<file path="src/rtl/cam_pkg.sv">
package cam_pkg;

  localparam int CFG_W = 13;
  localparam int IDX_W = 3;
  localparam int DATA_W = 32;

  localparam logic [IDX_W-1:0] CFG_ROW_COUNT   = 3'd0;
  localparam logic [IDX_W-1:0] CFG_ROW_LEN     = 3'd1;
  localparam logic [IDX_W-1:0] CFG_WINDOW_MODE = 3'd2;
  localparam logic [IDX_W-1:0] CFG_WINDOW_LEN  = 3'd3;
  localparam logic [IDX_W-1:0] CFG_ELEM_FORMAT = 3'd4;

  localparam logic [DATA_W-1:0] MASK_FP16 = 32'h0000_FBFF;
  localparam logic [DATA_W-1:0] MASK_FP32 = 32'hD015_02F9;

  typedef struct packed {
    logic [CFG_W-1:0] row_count;
    logic [CFG_W-1:0] row_len;
    logic             window_mode;
    logic [CFG_W-1:0] window_len;
    logic             elem_format;
  } cfg_t;

  typedef struct packed {
    logic masked;
    logic bad;
  } mask_info_t;

endpackage

</file>
<file path="src/rtl/cam_mask.sv">
module cam_mask #(
  parameter int MAX_DIM = 4096,
  parameter int CNT_W   = 12
) (
  input  cam_pkg::cfg_t       cfg,
  input  logic [CNT_W-1:0]    row_i,
  input  logic [CNT_W-1:0]    col_i,
  output cam_pkg::mask_info_t info,
  output logic [CNT_W-1:0]    row_nxt,
  output logic [CNT_W-1:0]    col_nxt
);

  localparam int CMP_W = ((CNT_W > cam_pkg::CFG_W) ? CNT_W : cam_pkg::CFG_W) + 2;

  logic [CMP_W-1:0] row_e;
  logic [CMP_W-1:0] col_e;
  logic [CMP_W-1:0] rcnt_e;
  logic [CMP_W-1:0] rlen_e;
  logic [CMP_W-1:0] wlen_e;
  logic [CMP_W-1:0] diag;
  logic             bad;
  logic             std_mask;
  logic             win_mask;
  logic             col_wrap;
  logic             row_wrap;

  assign row_e  = CMP_W'(row_i);
  assign col_e  = CMP_W'(col_i);
  assign rcnt_e = CMP_W'(cfg.row_count);
  assign rlen_e = CMP_W'(cfg.row_len);
  assign wlen_e = CMP_W'(cfg.window_len);

  assign bad = (cfg.row_count == '0) || (32'(cfg.row_count) > 32'(MAX_DIM)) ||
               (cfg.row_len == '0) || (32'(cfg.row_len) > 32'(MAX_DIM)) ||
               (cfg.row_len < cfg.row_count) ||
               (cfg.window_mode && (cfg.window_len == '0));

  assign diag     = rlen_e - rcnt_e + row_e + CMP_W'(1);
  assign std_mask = (col_e >= diag);
  assign win_mask = ((col_e + wlen_e) < (row_e + CMP_W'(1))) || (col_e > row_e);

  assign info.bad    = bad;
  assign info.masked = !bad && (cfg.row_count != cam_pkg::CFG_W'(1)) &&
                       (cfg.window_mode ? win_mask : std_mask);

  assign col_wrap = ((col_e + CMP_W'(1)) >= rlen_e);
  assign row_wrap = ((row_e + CMP_W'(1)) >= rcnt_e);

  always_comb begin
    if (bad) begin
      row_nxt = '0;
      col_nxt = '0;
    end else if (col_wrap) begin
      col_nxt = '0;
      row_nxt = row_wrap ? '0 : CNT_W'(row_e + CMP_W'(1));
    end else begin
      col_nxt = CNT_W'(col_e + CMP_W'(1));
      row_nxt = row_i;
    end
  end

endmodule

</file>
<file path="src/rtl/causal_attention_mask_stream_top.sv">
// Causal / sliding-window attention mask over a row-major stream of score
// elements. One element is accepted every cycle while the input is not stalled;
// it is held in an input register and its result is then offered from a
// result register. The row and column counters are compared and advanced
// between the two registers. A stalled output holds its result; with both
// registers full the input stalls until that result transfers.
// Masked elements are replaced by 0x0000FBFF (fp16) or 0xD01502F9 (fp32);
// others pass with all 32 bits intact. An invalid configuration passes data
// and sets bad_config. Any write to a defined register restarts the counters
// at the top of a matrix; write registers only while no element is in flight.
module causal_attention_mask_stream_top #(
  parameter int MAX_DIM = 4096
) (
  input  logic                              clk,
  input  logic                              rst_n,
  input  logic                              in_tvalid,
  output logic                              in_tready,
  input  logic [cam_pkg::DATA_W-1:0]        in_tdata,   // [31:0] score_bits
  output logic                              out_tvalid,
  input  logic                              out_tready,
  output logic [cam_pkg::DATA_W-1:0]        out_tdata,  // [31:0] score_out
  output logic [7:0]                        out_tuser,  // [0] was_masked, [1] bad_config
  input  logic                              cfg_valid,
  output logic                              cfg_ready,
  input  logic [cam_pkg::IDX_W-1:0]         cfg_index,
  input  logic [cam_pkg::CFG_W-1:0]         cfg_data
);

  localparam int CNT_W = (MAX_DIM > 2) ? $clog2(MAX_DIM) : 1;

  cam_pkg::cfg_t       cfg_r;
  cam_pkg::mask_info_t info;
  logic [CNT_W-1:0]    row_r;
  logic [CNT_W-1:0]    col_r;
  logic [CNT_W-1:0]    row_nxt;
  logic [CNT_W-1:0]    col_nxt;
  logic                s1_v_r;
  logic [cam_pkg::DATA_W-1:0] s1_data_r;
  logic                s2_v_r;
  logic [cam_pkg::DATA_W-1:0] s2_data_r;
  logic                s2_masked_r;
  logic                s2_bad_r;
  logic                in_fire;
  logic                s2_load;
  logic                cfg_fire;
  logic                cfg_hit;

  assign cfg_ready = rst_n;
  assign cfg_fire  = cfg_valid && cfg_ready;
  assign s2_load   = s1_v_r && (!s2_v_r || out_tready);
  assign in_tready = rst_n && (!s1_v_r || s2_load);
  assign in_fire   = in_tvalid && in_tready;

  cam_mask #(
    .MAX_DIM (MAX_DIM),
    .CNT_W   (CNT_W)
  ) u_mask (
    .cfg     (cfg_r),
    .row_i   (row_r),
    .col_i   (col_r),
    .info    (info),
    .row_nxt (row_nxt),
    .col_nxt (col_nxt)
  );

  always_comb begin
    unique case (cfg_index)
      cam_pkg::CFG_ROW_COUNT,
      cam_pkg::CFG_ROW_LEN,
      cam_pkg::CFG_WINDOW_MODE,
      cam_pkg::CFG_WINDOW_LEN,
      cam_pkg::CFG_ELEM_FORMAT: cfg_hit = 1'b1;
      default:                  cfg_hit = 1'b0;
    endcase
  end

  always_ff @(posedge clk) begin
    if (!rst_n) begin
      cfg_r.row_count   <= cam_pkg::CFG_W'(1);
      cfg_r.row_len     <= cam_pkg::CFG_W'(1);
      cfg_r.window_mode <= 1'b0;
      cfg_r.window_len  <= cam_pkg::CFG_W'(1);
      cfg_r.elem_format <= 1'b0;
    end else if (cfg_fire) begin
      unique case (cfg_index)
        cam_pkg::CFG_ROW_COUNT:   cfg_r.row_count   <= cfg_data;
        cam_pkg::CFG_ROW_LEN:     cfg_r.row_len     <= cfg_data;
        cam_pkg::CFG_WINDOW_MODE: cfg_r.window_mode <= cfg_data[0];
        cam_pkg::CFG_WINDOW_LEN:  cfg_r.window_len  <= cfg_data;
        cam_pkg::CFG_ELEM_FORMAT: cfg_r.elem_format <= cfg_data[0];
        default: ;
      endcase
    end
  end

  // restart at the matrix origin on a write to a defined register, advance per element loaded into the result register
  always_ff @(posedge clk) begin
    if (!rst_n) begin
      row_r <= '0;
      col_r <= '0;
    end else if (cfg_fire && cfg_hit) begin
      row_r <= '0;
      col_r <= '0;
    end else if (s2_load) begin
      row_r <= row_nxt;
      col_r <= col_nxt;
    end
  end

  always_ff @(posedge clk) begin
    if (!rst_n) begin
      s1_v_r <= 1'b0;
      s2_v_r <= 1'b0;
    end else begin
      if (in_fire) begin
        s1_v_r <= 1'b1;
      end else if (s2_load) begin
        s1_v_r <= 1'b0;
      end
      if (s2_load) begin
        s2_v_r <= 1'b1;
      end else if (out_tready) begin
        s2_v_r <= 1'b0;
      end
    end
  end

  always_ff @(posedge clk) begin
    if (in_fire) begin
      s1_data_r <= in_tdata;
    end
    if (s2_load) begin
      s2_masked_r <= info.masked;
      s2_bad_r    <= info.bad;
      if (info.masked) begin
        s2_data_r <= cfg_r.elem_format ? cam_pkg::MASK_FP32 : cam_pkg::MASK_FP16;
      end else begin
        s2_data_r <= s1_data_r;
      end
    end
  end

  assign out_tvalid = s2_v_r;
  assign out_tdata  = s2_data_r;
  assign out_tuser  = {6'b0, s2_bad_r, s2_masked_r};

endmodule

</file>
<file path="config.mk">
export PLATFORM = sky130hd
export DESIGN_NAME = causal_attention_mask_stream_top
export DESIGN_NICKNAME = d
export VERILOG_FILES = /design/src/rtl/cam_pkg.sv /design/src/rtl/cam_mask.sv /design/src/rtl/causal_attention_mask_stream_top.sv
export SDC_FILE = /design/constraint.sdc
export NUM_CORES = 1
export LEC_CHECK = 0
export ABC_AREA = 1
export BUFFER_PORTS_ARGS = -buffer_cell sky130_fd_sc_hd__clkbuf_2
export CAP_MARGIN = 20
export CORE_MARGIN = 5
export CORE_UTILIZATION = 50
export CTS_CLUSTER_SIZE = 28
export DETAILED_ROUTE_END_ITERATION = 10
export PLACE_DENSITY = 0.73
export SETUP_SLACK_MARGIN = 0.05
export SLEW_MARGIN = 15
export SYNTH_ARGS = -nofsm -noshare
export SYNTH_HDL_FRONTEND = slang
export SYNTH_SLANG_ARGS = --single-unit
export TNS_END_PERCENT = 100
</file>
<file path="constraint.sdc">
create_clock -name clk -period 3.7 [get_ports clk]
set_input_delay 0.74 -clock clk [delete_from_list [all_inputs] [get_ports clk]]
set_output_delay 0.74 -clock clk [all_outputs]
set_load 0.02 [all_outputs]
</file>
==> run_results.csv, run 1 <==
group,metric,value,unit
run_status,status,"complete, but fails checks",
run_status,violations,"setup timing",
critical_path,r2r_end,"out_tdata[14]",
power,sw_frac_of_total,28.9,%
synth,synth_edf_count,66,
routing,dr_wl_met2,11300,um
critical_path,critPathMaxStageDelay,0.34,ns
clock_network,cts.sink_count,133,
power,p_switching,1160,uW
floorplan,ios,96,
power,cellLeakagePower,0.00533,uW
sta,hold_viol,0,
power,combPwrFrac,17.1,%
sta,fin_crit_sh,111,%
power,power_density,371,nW/um^2
clock_network,root_buffer,"clkbuf_16",
critical_path,worst-r2r-cell-count,31,
grt,grt_max_degree,46,
sta,timing.final.ws_setup,-0.394,ns
critical_path,worstSetupStartpointType,"register",
routing,wl_per_cell,16.0,um
layout,final-seq-area,3330,um^2
routing,drt-total-wl,23400,um
synth,synth-async-reset-ratio,0,%
power,pwr-share-clk,42.6,%
min_path,hold_path.class,"reg -> reg",
layout,design_area,10800,um^2
clock_network,cts_buffer_depth,2,
routing,met3RoutedLength,1820,um
grt,grt_antenna_before_repair,0,
synth,synthAdderAreaFrac,15.5,%
sta,finalSetupViolations,33,
sta,max_freq,244,MHz
sta,relSlewSlack,46.2,%
synth,ys_seq_area_share,38.7,%
sta,maxSlewViolCount,0,
critical_path,timing.rr.start,"cfg_r[30]",
synth,synth-simple-area-share,20.3,%
critical_path,critical_path.most_common_cell,"nand2_1",
routing,highest_layer,"met4",
layout,final_nets,1383,
routing,wl_met1,9620,um
critical_path,worstPathRequired,3.87,ns
placement,place_area,9960,um^2
grt,grt_pass1_wl,37100,um
grt,grt_usage,23.6,%
critical_path,cp_max_fo,8,
synth,yosysUniqueCellTypes,50,
layout,fillerInstances,1390,
synth,postSynthAreaPerCell,8.25,um^2
layout,final_core_util,63.5,%
routing,dr_total_vias,7687,
critical_path,crit_end,"out_tdata[14]",
power,intPower,2850,uW
synth,synth_xor_area_share,4.99,%
synth,synthMuxAreaShare,0,%
critical_path,endpoint_kind,"register",
critical_path,cp_slowest_cell,"dfxtp_2",
power,ir_drop,0.000377,V
grt,overflow,0,
power,p_total,4010,uW
synth,ys.flop_type,"dfxtp_1",
placement,dp_slack,-0.407,ns
power,p_seq_share,40.3,%
sta,tightestPinTransition,0.806,ns
sta,clock_skew,0.0119,ns
sta,whs,0.490,ns
critical_path,rrSetupSlack,-0.39,ns
grt,grt_pass1_vias,7446,
placement,place_hpwl,17900,um
synth,synth_compound_gate_area_share,11.8,%
critical_path,crit_start,"cfg_r[30]",
synth,synth_seq_cells,133,
layout,n_antenna_cell,0,
clock_network,ctsHoldBuffers,0,
synth,synthCells,1042,
layout,multi_input_area,4810,um^2
floorplan,fp-row-count,48,
clock_network,cts_made_buffers,17,
clock_network,cts-htree-levels,4,
floorplan,die_width,141,um
min_path,hold_depth,2,
routing,detail_route.first_pass.iterations,5,
floorplan,die_h,141,um
routing,avgViaCountPerCell,5.25,
layout,syn_to_final_growth,26.0,%
job,cap_violations,0,
synth,synth_area,8600,um^2
sta,rsz0062_at_grt,"true",
placement,io_buffers,89,
floorplan,coreArea,17100,um^2
sta,period_minus_slack,4.09,ns
clock_network,cts_tree,"done",
floorplan,initial_utilization,50.4,%
layout,drive_above_1_share,25.7,%
clock_network,clock_latency,0.42,ns
routing,drc,0,
placement,place.gp.congestion,0.974,
routing,ant_nets,0,
synth,ys_warn_count,0,
critical_path,arrival,4.27,ns
clock_network,cts.reportedPaths.clkPinSlew,0.06,ns
critical_path,critPathKind,"reg -> reg",
floorplan,die_area,19900,um^2
routing,first_iter_violations,580,
synth,synth_top_family_by_area,"simple AND/OR/NAND/NOR gates",
==> routing by layer <==
layer / vias to the layer above / track usage (%)
li1: 3849 / -
met1: 3514 / 29.8
met2: 276 / 39.4
met3: 48 / 5.43
met4: 0 / 8.98
met5: - / 0
==> layout make-up <==
| type | count | area share [%] |
|---|---|---|
| tap | 225 | 2.60 |
| timing repair buffer | 187 | 11.3 |
| multi-input combinational | 735 | 44.4 |
| clock buffer | 17 | 3.93 |
| sequential | 133 | 30.8 |
| clock inverter | 15 | 1.70 |
| inverter | 151 | 5.28 |
==> what timing repair did <==
action	CTS	global route
hold endpoints to repair	0	0
resized for setup	25	38
setup buffers	3	7
setup endpoints to repair	33	57
cloned	0	0
pin swaps	14	32
==> Yosys cell counts, types with 3 or more instances <==
| library cell | number | area, um^2 |
|---|---|---|
| nand3b_1 | 3 | 22.5 |
| edfxtp_1 | 66 | 1980 |
| a31oi_1 | 3 | 18.8 |
| dfxtp_1 | 67 | 1340 |
| nand2_1 | 195 | 732 |
| fa_1 | 3 | 60.1 |
| nor3_1 | 14 | 70.1 |
| clkbuf_1 | 14 | 52.6 |
| o211ai_1 | 5 | 37.5 |
| nand4_1 | 16 | 100 |
| inv_1 | 148 | 556 |
| buf_4 | 10 | 75.1 |
| a21oi_1 | 100 | 500 |
| xnor2_1 | 10 | 87.6 |
| xor2_1 | 39 | 342 |
| o21ai_0 | 59 | 295 |
| nand2_2 | 4 | 25.0 |
| nor4_1 | 6 | 37.5 |
| nor2_2 | 12 | 75.1 |
| nand3_2 | 3 | 30.0 |
| nand3_1 | 51 | 255 |
| ha_1 | 102 | 1280 |
| a21o_1 | 7 | 52.6 |
| o31ai_1 | 3 | 22.5 |
| nor2_1 | 68 | 255 |
| nor3_2 | 3 | 30.0 |
==> worst max-delay path, delay by kind of cell, from the launching register on <==
| family | cells | cell delay [ns] |
|---|---|---|
| XOR/XNOR | 2 | 0.29 |
| AO/OA/AOI/OAI | 2 | 0.21 |
| AND/OR/NAND/NOR | 17 | 1.47 |
| adder cells (fa/ha/maj) | 3 | 0.83 |
| flip-flops | 1 | 0.34 |
| buffers and inverters | 7 | 0.70 |
==> state kept, by name, indices dropped and copies added (netlist names) <==
register,flops
cfg_r,41
col_r,12
out_tdata,32
out_tvalid,1
row_r,12
s1_data_r,32
s1_v_r,1
s2_bad_r,1
s2_masked_r,1
==> logic make-up after synthesis <==
group / count (synthesis)
AO/OA/AOI/OAI: 188
AND/OR/NAND/NOR: 387
adder cells (fa/ha/maj): 105
other: 1
buffers and inverters: 179
XOR/XNOR: 49
flip-flops: 133
==> cells in the final DEF (no fill, tap or decap), types with 4 or more instances in the layout <==
cell	n
xor2_1	39
o21ai_0	57
nand2_4	4
a21oi_2	6
edfxtp_1	66
nand3_2	6
conb_1	6
clkbuf_16	17
ha_4	5
nor4_1	5
nor2_4	4
clkbuf_2	89
nor3_1	11
inv_6	5
nand2_1	172
inv_2	9
a21o_1	7
nor3_2	6
inv_8	4
inv_1	140
nor2_2	16
nand4_1	16
o211ai_1	5
nand2_2	23
xnor2_1	10
dfxtp_1	59
nand3_1	47
ha_1	97
buf_4	93
nor2_1	62
dfxtp_2	8
a21oi_1	93
==> through the flow <==
stage	cells	TNS [ns]
global route	1463	-21.00
global placement	1422	-9.38
finish	1463	-11.39
detailed placement	1422	-12.35
floorplan	1047	-0.435
CTS	1457	-11.81
==> power by group through the flow <==
| stage | combinational [uW] | clock (uW) | sequential, uW |
|---|---|---|---|
| final | 688 | 1710 | 1620 |
| after global routing | 763 | 1780 | 1620 |
| after CTS | 658 | 1710 | 1620 |
| after detailed placement | 634 | 0 | 1650 |
| after global placement | 624 | 0 | 1650 |
| after floorplan | 390 | 0 | 1670 |
==> how the worst min path moves through the flow <==
stage | end | from | slack [ns]
2_1_floorplan | row_r[11] | row_r[11] | 0.44
3_3_place_gp | out_tvalid | s1_v_r | 0.46
3_5_place_dp | out_tvalid | s1_v_r | 0.48
4_1_cts | s1_data_r[4] | in_tdata[4] | 0.48
5_1_grt | s1_data_r[22] | in_tdata[22] | 0.48
6_report | out_tvalid | s1_v_r | 0.49
Power figures use the tool's default switching activity.
==> inputs of run 2 (changes only) <==
--- a/config.mk
+++ b/config.mk
@@ -13,7 +13,7 @@
 export CTS_CLUSTER_SIZE = 28
 export DETAILED_ROUTE_END_ITERATION = 10
 export PLACE_DENSITY = 0.73
-export SETUP_SLACK_MARGIN = 0.05
+export SETUP_SLACK_MARGIN = 0.2
 export SLEW_MARGIN = 15
 export SYNTH_ARGS = -nofsm -noshare
 export SYNTH_HDL_FRONTEND = slang
==> run 2 against run 1 <==
  * The run still ends with setup timing left
  * First-iteration DRC count grew 7.9%
  * Register-to-register slack is essentially flat
  * Combinational power grew 3.3%
  * Total power grew 0.91%
  * Sequential share of layout area shrank 0.59 points
  * Final cell count grew 0.41%
==> run_results.csv, run 2 (synthesized netlist as in run 1, its figures left out) <==
group,metric,value,unit
layout,final_common_cell,"nand2_1",
clock_network,cts.sink_count,133,
critical_path,critPathMaxStageDelay,0.33,ns
layout,n_antenna_cell,0,
placement,place_hpwl,17900,um
sta,period_minus_slack,4.09,ns
grt,grt_usage,23.7,%
layout,final_cells,1469,
sta,tightestPinTransition,0.834,ns
min_path,hold_start,"in_tdata[30]",
clock_network,cts.reportedPaths.clkPinSlew,0.07,ns
layout,fillerInstances,1322,
sta,clock_skew,0.0107,ns
power,combPwrFrac,17.6,%
critical_path,arrival,4.28,ns
sta,hold_viol,0,
clock_network,ctsHoldBuffers,0,
power,cellLeakagePower,0.00539,uW
min_path,worst_hold_path.endpoint,"s1_data_r[30]",
critical_path,critPathKind,"reg -> reg",
clock_network,cts_buffer_depth,2,
run_status,status,"complete, but fails checks",
floorplan,ios,96,
layout,multi_input_area,4950,um^2
grt,grt_antenna_before_repair,0,
routing,ant_nets,0,
routing,wl_per_cell,16.4,um
clock_network,cts_made_buffers,17,
floorplan,die_width,141,um
floorplan,fp-row-count,48,
critical_path,worstSetupStartpointType,"register",
sta,setup_tns,-12.32,ns
min_path,hold_path.class,"in -> reg",
critical_path,rrSetupSlack,-0.39,ns
power,p_seq_share,40.0,%
sta,relSlewSlack,44.2,%
sta,timing.final.ws_setup,-0.391,ns
power,ir_drop,0.000362,V
sta,fin_crit_sh,111,%
critical_path,worstPathRequired,3.89,ns
placement,place.gp.congestion,0.971,
clock_network,clock_latency,0.42,ns
grt,grt_pass1_wl,37200,um
layout,layout_common_cells,"164 x nand2_1, 139 x inv_1, 95 x ha_1, 95 x buf_4, 93 x a21oi_1",
critical_path,cp_slowest_cell,"dfxtp_2",
layout,syn_to_final_growth,28.5,%
min_path,hold_depth,1,
power,p_total,4050,uW
run_status,violations,"setup timing",
power,pwr-share-clk,42.5,%
floorplan,die_area,19900,um^2
sta,max_freq,244,MHz
routing,drt-total-wl,24100,um
clock_network,root_buffer,"clkbuf_16",
power,intPower,2870,uW
critical_path,worst-r2r-cell-count,30,
routing,drc,0,
routing,dr_total_vias,7841,
critical_path,timing.rr.start,"cfg_r[30]",
critical_path,critical_path.most_common_cell,"nand2_1",
power,power_density,367,nW/um^2
layout,final_core_util,64.7,%
critical_path,r2r_end,"out_tdata[3]",
placement,io_buffers,89,
clock_network,cts_tree,"done",
floorplan,initial_utilization,50.4,%
floorplan,die_h,141,um
critical_path,endpoint_kind,"register",
routing,detail_route.first_pass.iterations,5,
power,sw_frac_of_total,29.3,%
grt,overflow,0,
floorplan,coreArea,17100,um^2
placement,dp_slack,-0.374,ns
layout,largest_register_ffs,41,
job,cap_violations,0,
grt,grt_max_degree,46,
power,p_switching,1180,uW
grt,grt_pass1_vias,7437,
routing,first_iter_violations,626,
layout,drive_above_1_share,27.6,%
sta,rsz0062_at_grt,"true",
sta,finalSetupViolations,33,
placement,dp_cells,1422,
layout,final-seq-area,3330,um^2
layout,final_nets,1389,
sta,maxSlewViolCount,0,
clock_network,cts-htree-levels,4,
layout,regMostFlops,"cfg_r",
critical_path,cp_max_fo,7,
routing,avgViaCountPerCell,5.34,
## run 2: power by group through the flow
stage / clock network, uW / logic (uW) / registers (uW)
after floorplan: 0 / 390 / 1670
after global placement: 0 / 624 / 1650
after detailed placement: 0 / 634 / 1650
after CTS: 1720 / 658 / 1620
after global routing: 1790 / 785 / 1620
final: 1720 / 711 / 1620
## run 2: per-stage QoR
step | instance area [um^2] | hold WS (ns)
detailed placement | 9960 | 0.481
finish | 11000 | 0.487
global placement | 9960 | 0.463
global route | 11000 | 0.481
CTS | 10700 | 0.482
floorplan | 8690 | 0.444
## run 2: worst max-delay path, delay by kind of cell (launching register included)
kind	cells	cell delay, ns
buffers and inverters	4	0.42
DFF	1	0.33
xor gates and xnor gates	2	0.29
adders and majority gates	3	0.81
AOI/OAI and AO/OA	7	0.94
and+or+nand+nor	14	1.07
## run 2: cell type report
cell class	count	area share, %
Sequential cell	133	30.2
Inverter	151	5.25
Tap cell	225	2.55
Clock inverter	15	1.67
Multi-Input combinational cell	736	44.8
Timing Repair Buffer	191	11.6
Clock buffer	17	3.85
Timing Repair inverter	1	0.0793
## run 2: layer usage
layer	up-vias	GRT usage, %	routed length (um)
met5	-	0	0
met4	0	9.48	709
met3	56	3.32	1780
met2	302	39.0	11500
met1	3622	31.5	10000
li1	3861	-	-
## run 2: how the worst max path moves through the flow
stage                   start  depth (start not counted)            end
detailed placement  cfg_r[15]                         27   out_tdata[1]
finish              cfg_r[30]                         30   out_tdata[3]
global placement    cfg_r[30]                         26  out_tdata[17]
floorplan           cfg_r[15]                         30  out_tdata[16]
CTS                 cfg_r[30]                         31   out_tdata[6]
global route        cfg_r[30]                         31   out_tdata[9]
## run 2: what timing repair did
| item | 4_1_cts | 5_1_grt |
|---|---|---|
| endpoints found under the setup margin | 33 | 57 |
| resized for setup | 37 | 59 |
| gates cloned | 0 | 2 |
| pin swaps | 16 | 33 |
| buffers inserted | 3 | 10 |
==> inputs of run 3 (changes only) <==
--- a/config.mk
+++ b/config.mk
@@ -5,14 +5,13 @@
 export SDC_FILE = /design/constraint.sdc
 export NUM_CORES = 1
 export LEC_CHECK = 0
-export ABC_AREA = 1
 export BUFFER_PORTS_ARGS = -buffer_cell sky130_fd_sc_hd__clkbuf_2
 export CAP_MARGIN = 20
 export CORE_MARGIN = 5
-export CORE_UTILIZATION = 50
+export CORE_UTILIZATION = 54
 export CTS_CLUSTER_SIZE = 28
 export DETAILED_ROUTE_END_ITERATION = 10
-export PLACE_DENSITY = 0.73
+export PLACE_DENSITY = 0.77
 export SETUP_SLACK_MARGIN = 0.2
 export SLEW_MARGIN = 15
 export SYNTH_ARGS = -nofsm -noshare
==> run 3 against run 2 <==
  * The flow still finishes with violations (setup timing)
  * Routed wire length rose by 15%
  * Critical path depth decreased by 6
  * Setup slack worse by 0.61 ns
  * Via count up 7.8%
  * Final area increased by 6.4%
  * Synthesized cell count down 12%
  * Combinational power fell by 1%
  * Clock skew decreased by 0.00083 ns
  * Critical endpoint is now out_tdata[7]
  * Largest cell class unchanged
==> run_results.csv, run 3 <==
group,metric,value,unit
clock_network,clock_latency,0.44,ns
synth,synth-async-reset-ratio,0,%
synth,ys_seq_area_share,37.3,%
sta,clock_skew,0.00990,ns
run_status,status,"complete, but fails checks",
routing,dr_total_vias,8452,
synth,synth_top_area_share,22.3,%
layout,final_nets,1326,
routing,drc,0,
clock_network,cts_tree,"done",
layout,drive_above_1_share,31.4,%
sta,finalSetupViolations,33,
power,power_density,345,nW/um^2
floorplan,die_area,19200,um^2
layout,syn_to_final_growth,31.9,%
critical_path,endpoint_kind,"register",
run_status,violations,"setup timing",
layout,final_cells,1401,
clock_network,cts_buffer_depth,2,
min_path,hold_path.class,"in -> reg",
clock_network,root_buffer,"clkbuf_16",
clock_network,cts_made_buffers,17,
grt,grt_max_degree,34,
routing,ant_nets,0,
sta,whs,0.473,ns
synth,ys_warn_count,0,
floorplan,fp-row-count,47,
layout,n_antenna_cell,0,
critical_path,arrival,4.89,ns
layout,layout_common_cells,"167 x buf_4, 97 x ha_1, 89 x clkbuf_2",
power,p_total,4050,uW
critical_path,timing.rr.start,"cfg_r[29]",
clock_network,cts.reportedPaths.clkPinSlew,0.07,ns
routing,detail_route.first_pass.iterations,6,
critical_path,worstSetupStartpointType,"register",
placement,io_buffers,89,
synth,synthCells,912,
synth,yosysUniqueCellTypes,68,
sta,maxSlewViolCount,0,
sta,setup_tns,-31.01,ns
placement,place.gp.congestion,0.940,
sta,rsz0062_at_grt,"true",
critical_path,critical_path.most_common_cell,"ha_1",
critical_path,critPathMaxStageDelay,0.43,ns
floorplan,initial_utilization,54.3,%
synth,postSynthAreaPerCell,9.76,um^2
placement,dp_cells,1351,
power,ir_drop,0.000332,V
sta,tightestPinTransition,0.835,ns
grt,overflow,0,
synth,synth_most_common_cell,"ha_1",
sta,timing.final.ws_setup,-1.01,ns
synth,synth.largest_area_cell,"edfxtp_1",
sta,fin_crit_sh,127,%
grt,grt_usage,27.2,%
layout,regMostFlops,"cfg_r",
power,cellLeakagePower,0.00533,uW
layout,fillerInstances,1117,
critical_path,crit_chain,"inv_1 -> ha_1 -> nor2b_1 -> o31ai_2 -> buf_4 -> buf_4 -> nand2b_1 -> a21oi_2 -> xnor2_1 -> ha_1 -> a2111o_1 -> o2111ai_2 -> nand2_1 -> a31oi_1 -> xor2_1 -> ha_1 -> o21ai_2 -> a211oi_2 -> a211o_1 -> o221ai_4 -> buf_6 -> nor2_4 -> buf_12 -> a21o_1",
routing,drt-total-wl,27800,um
synth,ys.flop_type,"dfxtp_1",
layout,largest_register_ffs,41,
floorplan,ios,96,
critical_path,worst-r2r-cell-count,24,
sta,hold_viol,0,
routing,avgViaCountPerCell,6.03,
floorplan,coreArea,16400,um^2
min_path,hold_start,"in_tdata[29]",
grt,grt_antenna_before_repair,0,
sta,max_freq,212,MHz
floorplan,die_h,138,um
synth,synth_area,8900,um^2
synth,synth_edf_count,66,
clock_network,cts.sink_count,133,
routing,wl_per_cell,19.8,um
critical_path,crit_start,"cfg_r[29]",
layout,final_common_cell,"buf_4",
synth,synth_seq_cells,133,
routing,first_iter_violations,729,
grt,grt_pass1_vias,8214,
grt,grt_pass1_wl,42000,um
job,cap_violations,0,
synth,synth_common_cells,"102 x ha_1, 67 x dfxtp_1, 67 x inv_1",
critical_path,cp_max_fo,5,
critical_path,cp_slowest_cell,"a2111o_1",
min_path,hold_depth,1,
placement,place_hpwl,19500,um
synth,synth_area_leaders,"edfxtp_1 22%, dfxtp_1 15%, ha_1 14%",
floorplan,die_width,138,um
sta,relSlewSlack,44.2,%
critical_path,critPathKind,"reg -> reg",
critical_path,worstPathRequired,3.88,ns
sta,period_minus_slack,4.71,ns
clock_network,cts-htree-levels,4,
[run 3: cell types whose count changed after synthesis, moves of 17 or more]
cell / before / now
xnor2_1: 10 / 27
o211ai_1: 5 / 22
mux2i_1: 0 / 39
nor2b_1: 0 / 47
a21o_1: 7 / 30
a21oi_1: 100 / 48
inv_1: 148 / 67
xor2_1: 39 / 11
nand2_1: 195 / 46
nand3_1: 51 / 23
a211oi_1: 1 / 18
o2111ai_1: 1 / 18
nor2_1: 68 / 34
[run 3: timing repair]
| item | 4_1_cts | 5_1_grt |
|---|---|---|
| endpoints found under the setup margin | 44 | 57 |
| buffers inserted | 14 | 3 |
| endpoints found under the hold margin | 0 | 0 |
| gates resized for setup | 25 | 59 |
| cloned | 1 | 0 |
| pin swaps | 26 | 24 |
| hold buffers | 0 | 0 |
[run 3: layout make-up]
cell class	count	area (um^2)	share of cell area [%]
clock buffers	17	425	3.62
clock inverters	15	170	1.45
inverters	68	255	2.17
multi-input cells	684	5480	46.6
flip-flops and latches	133	3330	28.4
well taps	220	275	2.34
repair buffers	264	1810	15.4
[run 3: final timing paths]
check                                     end  slack, ns
worst min register to register   out_tdata[9]       0.50
worst max register to register   out_tdata[7]      -1.01
worst max-delay path             out_tdata[7]      -1.01
worst min-delay path            s1_data_r[29]       0.47
[run 3: kinds of logic (layout without fill, tap and decap cells)]
| group | after synthesis | count (layout) | synth area share (%) |
|---|---|---|---|
| xor gates and xnor gates | 39 | 39 | 3.92 |
| and+or+nand+nor | 240 | 240 | 14.5 |
| AOI/OAI and AO/OA | 255 | 255 | 20.1 |
| buffers and inverters | 100 | 364 | 4.81 |
| muxes | 39 | 39 | 4.38 |
| other | 1 | 6 | 0.0421 |
| adders and majority gates | 105 | 105 | 15.0 |
| DFF | 133 | 133 | 37.3 |
[run 3: per-layer routing]
layer | up-vias | wire (um) | GRT usage, %
li1 | 3903 | - | -
met1 | 4023 | 11100 | 34.0
met2 | 415 | 13200 | 45.7
met3 | 111 | 2050 | 5.18
met4 | 0 | 1400 | 12.3
met5 | - | 0 | 0
[run 3: stage by stage]
| stage | cell area (um^2) | util (%) | setup slack (ns) |
|---|---|---|---|
| 2_1_floorplan | 8990 | - | -0.892 |
| 3_3_place_gp | 10700 | 65.1 | -0.915 |
| 3_5_place_dp | 10700 | 65.1 | -1.11 |
| 4_1_cts | 11500 | 70.2 | -0.948 |
| 5_1_grt | 11700 | 71.6 | -1.24 |
| 6_report | 11700 | 71.6 | -1.01 |
[run 3: power breakdown]
group	switching [uW]	internal, uW	leakage [uW]
Sequential	21.1	1600	0.00116
Clock	715	1010	0.000286
Combinational	402	302	0.00389
Total	1140	2910	0.00533
[run 3: critical path, delay by kind of cell (launching register included)]
kind | cells | cell delay, ns
buf+inv | 5 | 0.63
simple gates | 4 | 0.40
compound gates | 10 | 2.06
xor+xnor | 2 | 0.25
fa+ha+maj | 3 | 0.75
flops | 1 | 0.34
